## config.mk

```make
export PLATFORM = sky130hd
export DESIGN_NAME = cia_ram
export DESIGN_NICKNAME = d
export VERILOG_FILES = /design/src/sv/cia_ram.sv
export SDC_FILE = /design/constraint.sdc
export NUM_CORES = 1
export LEC_CHECK = 0
export ABC_AREA = 1
export BUFFER_PORTS_ARGS = -buffer_cell sky130_fd_sc_hd__clkbuf_2
export CORE_ASPECT_RATIO = 2
export CORE_MARGIN = 10
export CORE_UTILIZATION = 50
export CTS_BUF_LIST = sky130_fd_sc_hd__clkbuf_8
export DETAILED_ROUTE_END_ITERATION = 8
export MAX_ROUTING_LAYER = met4
export PLACE_DENSITY_LB_ADDON = 0.15
export SLEW_MARGIN = 40
export SYNTH_ARGS = -nofsm -noshare
export SYNTH_HDL_FRONTEND = slang
export SYNTH_SLANG_ARGS = --single-unit
export TNS_END_PERCENT = 100
```

## constraint.sdc

```tcl
create_clock -name i_clk -period 2.6 [get_ports i_clk]
set_input_delay 0.52 -clock i_clk [delete_from_list [all_inputs] [get_ports i_clk]]
set_output_delay 0.52 -clock i_clk [all_outputs]
set_load 0.01 [all_outputs]
```

## src/sv/cia_ram.sv

```systemverilog
`default_nettype none

// simple dual-port RAM, one write and one registered read port
module cia_ram #(
    parameter int WIDTH = 8,
    parameter int DEPTH = 16
) (
    input  wire logic                     i_clk,
    input  wire logic                     i_wr_en,
    input  wire logic [$clog2(DEPTH)-1:0] i_wr_addr,
    input  wire logic [WIDTH-1:0]         i_wr_data,
    input  wire logic [$clog2(DEPTH)-1:0] i_rd_addr,
    output logic      [WIDTH-1:0]         o_rd_data
);

    logic [WIDTH-1:0] r_mem [DEPTH];

    always_ff @(posedge i_clk) begin
        if (i_wr_en) begin
            r_mem[i_wr_addr] <= i_wr_data;
        end
        o_rd_data <= r_mem[i_rd_addr];
    end

endmodule

`default_nettype wire

```

# Word-level counts from Yosys, hierarchy flattened
# Memory sizes are Yosys's and may differ from the RTL's. A register that Yosys moved wholly into a read port is not among the register bits.
# Cells that the tools add are included.
# classes
muxes,2
# ops
op,count
$mux 1,2
# totals
regBits,0
output_inout_bits,8
n_memories,1
input_bits,18
ram_bits,128
word_cells,3
# mem_list
name,depth,word_bits,rd,rd_ports_with_merged_regs,write_ports,line_no,text
r_mem,16,8,1,1,1,16,logic [WIDTH-1:0] r_mem [DEPTH];

# Longest topological paths before layout
# depth
word_depth,2
ltp_mapped,8

# Worst setup path before layout
# OpenSTA, ideal clock, no wires.
# synth_path
path_type,input -> register
from,input i_wr_addr[2]
to,"memory r_mem[10][0], enable pin"
arrival_ns,1.101
path_buffers,0
setup_slack_ns,1.129
path_stages,2
cell_sequence,nand3b_1 -> nor2_1
# synth_rtl
item,line_no,text
start: declaration,10,"input wire logic [$clog2(DEPTH)-1:0] i_wr_addr,"
end: declaration,16,
# No word-level cell before the write port.

==> out/qor_table.md <==
| Result | This run |
| --- | --- |
| Status | finished, final reports clean |
| Kind of launch point of the worst setup path | input port |
| Number of distinct standard cells referenced by the synthesized netlist | 12 |
| CP required | 2.92 ns |
| Initial cell density of the core | 51.1% |
| Average routed wire per standard cell | 18.9 microns |
| Mapped Avg Cell Area | 10.5 sq um |
| First-pass GRT wire length | 21,100 microns |
| Post-layout min period | 1.49 ns |
| Slew of the pin with the lowest slew margin | 0.786 ns |
| Total Die Area | 16,500 sq um |
| DR vias | 3,770 |
| Initial antenna violation count | 0 |
| Post-Route Setup TNS | 0 ns |
| Post-route ant nets | 0 |
| Most frequent cell on the critical path | sky130_fd_sc_hd__nand3_1 |
| Source of the critical timing path | i_rd_addr[0] |
| Hold-fix buffer count after cts | 0 |
| Final Max Tran Viols | 0 |
| Final clock skew | 0.0102 ns |
| Number of global-route vias before repair | 3,786 |
| Worst IR drop on VDD | 0.456 mV |
| Die outline width | 95.9 microns |
| Buffer and inverter count on the worst path | 2 |
| Final count of hold timing violations | 0 |
| Drt via density | 5.17 |
| Initial DRT Pass Iterations | 5 |
| Number of cell rows | 55 |
| Maximum buffer depth of the clock tree | 2 |
| Power per unit of standard cell area | 689 nW/um^2 |
| Total global routing track utilization | 18.3% |
| Final period utilization | 57.5% |
| Clock Sinks | 136 |
| Setup CP Type | input port to flop |
| Fill cell count | 1,010 |
| Slowest Stage Delay on Critical Path | 0.53 ns |
| Leading cell type in the layout, fill and taps excluded | sky130_fd_sc_hd__nand2_1 |
| Largest net degree at the start of global routing | 65 |
| Setup-failing EPs final | 0 |
| Pleak | 2.72 nW |
| Number of standard cells after synthesis | 551 |
| Post-CTS repair timing setup buffer count | 0 |
| Antenna diodes | 0 |
| Gp weighted congestion | 0.968 |
| Fraction of final layout cells sized beyond drive strength 1 | 10.2% |
| Sequential fraction of the synthesis area | 69.4% |
| Clock latency on the worst-skew pair | 0.43 ns |
| Dpl hpwl | 9260 microns |
| TritonCTS clock tree | built |
| Syn-to-layout area delta | 9.33% |
| Kind of end point of the critical path | flop |
| Post-placement cell count | 697 |
| Relative slew slack | 47.4% |
| Nets | 592 |
| Crit-path max FO | 64 |
| Ports placed on the boundary | 26 |
| Number of remaining DRC errors | 0 |
| Unrepaired setup endpoints after global routing | no |
| Cell-by-cell trace of the critical path | clkbuf_2, buf_4, nand2_1, nand3_1, nand3_1, nand3_1, nand2_1 |
| Hold_ws | 0.443 ns |
| Seq cells post-synth | 136 |
| Port Buffers | 25 |
| Warnings, synthesis | 0 |
| Sum of internal, switching and leakage power | 4.34 mW |
| Reported max-cap violation count | 0 |
| Post-Layout Cell Count | 729 |
| Clock transition at the registers of the reported paths | 0.08 ns |
| Syn_nets | 569 |
| Core Util, Final | 55.9% |
| Total wirelength of the detailed-routed design | 13,800 microns |
| FF-to-FF Start | r_mem[1][7]$_DFFE_PP_ |
| Worst-path cell with the longest stage delay | sky130_fd_sc_hd__buf_4 |
| Slack of the worst reg-to-reg path | 1.49 ns |
| Source of the worst hold timing path | i_rd_addr[3] |
| Floorplan Core Area | 11,300 sq um |
| Post-cts resize count | 0 |
| DIE HEIGHT | 172 microns |
| Type of the most critical hold path | input port to flop |
| Arrival time reported for the critical path endpoint | 1.82 ns |
| Crit-path leading delay family | simple AND/OR/NAND/NOR gates |
| Highest-count cells in the layout ignoring fill and taps | sky130_fd_sc_hd__nand2_1, sky130_fd_sc_hd__edfxtp_1, sky130_fd_sc_hd__inv_1 |
| Cell area after synthesis | 5770 sq um |
| Global route overflow | 0 |
| H-tree Lvls | 4 |
| Number of buffers created by CTS | 17 |
| Maximum operating frequency | 669 MHz |
| Drt initial violations | 258 |
| Root cell of the clock tree | sky130_fd_sc_hd__clkbuf_8 |
==> flip-flops by register name, summed over array words and instances, names as in the netlist <==
name	flops
r_mem	128
o_rd_data	8
==> final timing paths <==
| path | endpoint | cells after the start |
|---|---|---|
| min reg2reg | o_rd_data[4]$_DFF_P_ | 6 |
| max | o_rd_data[7]$_DFF_P_ | 7 |
| min | o_rd_data[2]$_DFF_P_ | 3 |
| max reg2reg | o_rd_data[7]$_DFF_P_ | 6 |
==> logic make-up after synthesis <==
group	after synthesis	share of synthesized area, %
AND/OR/NAND/NOR	289	21.0
flip-flops	136	69.4
buffers and inverters	126	9.52
==> through the flow <==
step	setup slack, ns	instance area, sq um
finish	1.11	6300
global placement	0.709	5940
global route	1.03	6300
detailed placement	0.686	5940
floorplan	1.13	5770
CTS	1.13	6300
==> Yosys cell counts <==
| cell | number | share of area, % |
|---|---|---|
| sky130_fd_sc_hd__buf_1 | 1 | 0.065 |
| sky130_fd_sc_hd__buf_2 | 13 | 1.1 |
| sky130_fd_sc_hd__buf_4 | 4 | 0.52 |
| sky130_fd_sc_hd__buf_6 | 6 | 1.2 |
| sky130_fd_sc_hd__dfxtp_1 | 8 | 2.8 |
| sky130_fd_sc_hd__edfxtp_1 | 128 | 67 |
| sky130_fd_sc_hd__inv_1 | 100 | 6.5 |
| sky130_fd_sc_hd__inv_2 | 2 | 0.13 |
| sky130_fd_sc_hd__nand2_1 | 173 | 11 |
| sky130_fd_sc_hd__nand3_1 | 97 | 8.4 |
| sky130_fd_sc_hd__nand3b_1 | 2 | 0.26 |
| sky130_fd_sc_hd__nor2_1 | 17 | 1.1 |
==> routing by layer <==
| layer | track usage (%) | up-vias | part of all wire, % |
|---|---|---|---|
| met2 | 31.1 | 148 | 54 |
| met4 | 11.0 | 0 | 4.9 |
| li1 | - | 1819 | - |
| met5 | - | - | 0 |
| met3 | 3.26 | 43 | 4.7 |
| met1 | 19.1 | 1760 | 37 |
==> power by group <==
group	switching [mW]	internal (mW)	total (mW)
registers	0.0137	2.45	2.46
clock network	0.828	0.756	1.58
logic	0.219	0.0797	0.298
==> layout make-up <==
cell class,instances,area [sq um],area share (%)
flip-flops and latches,136,4000,63.5
clock inverters,15,133,2.10
clock buffers,17,234,3.71
well taps,142,178,2.82
multi-input cells,289,1210,19.2
inverters,102,383,6.07
repair buffers,28,160,2.54
==> worst reg2reg max path, cell delays in order (launching register included) <==
cell,delay (ns)
sky130_fd_sc_hd__edfxtp_1,0.38
sky130_fd_sc_hd__inv_1,0.07
sky130_fd_sc_hd__nand2_1,0.05
sky130_fd_sc_hd__nand3_1,0.11
sky130_fd_sc_hd__nand3_1,0.12
sky130_fd_sc_hd__nand3_1,0.18
sky130_fd_sc_hd__nand2_1,0.09
Note: power is estimated with default switching activity, not from simulation.
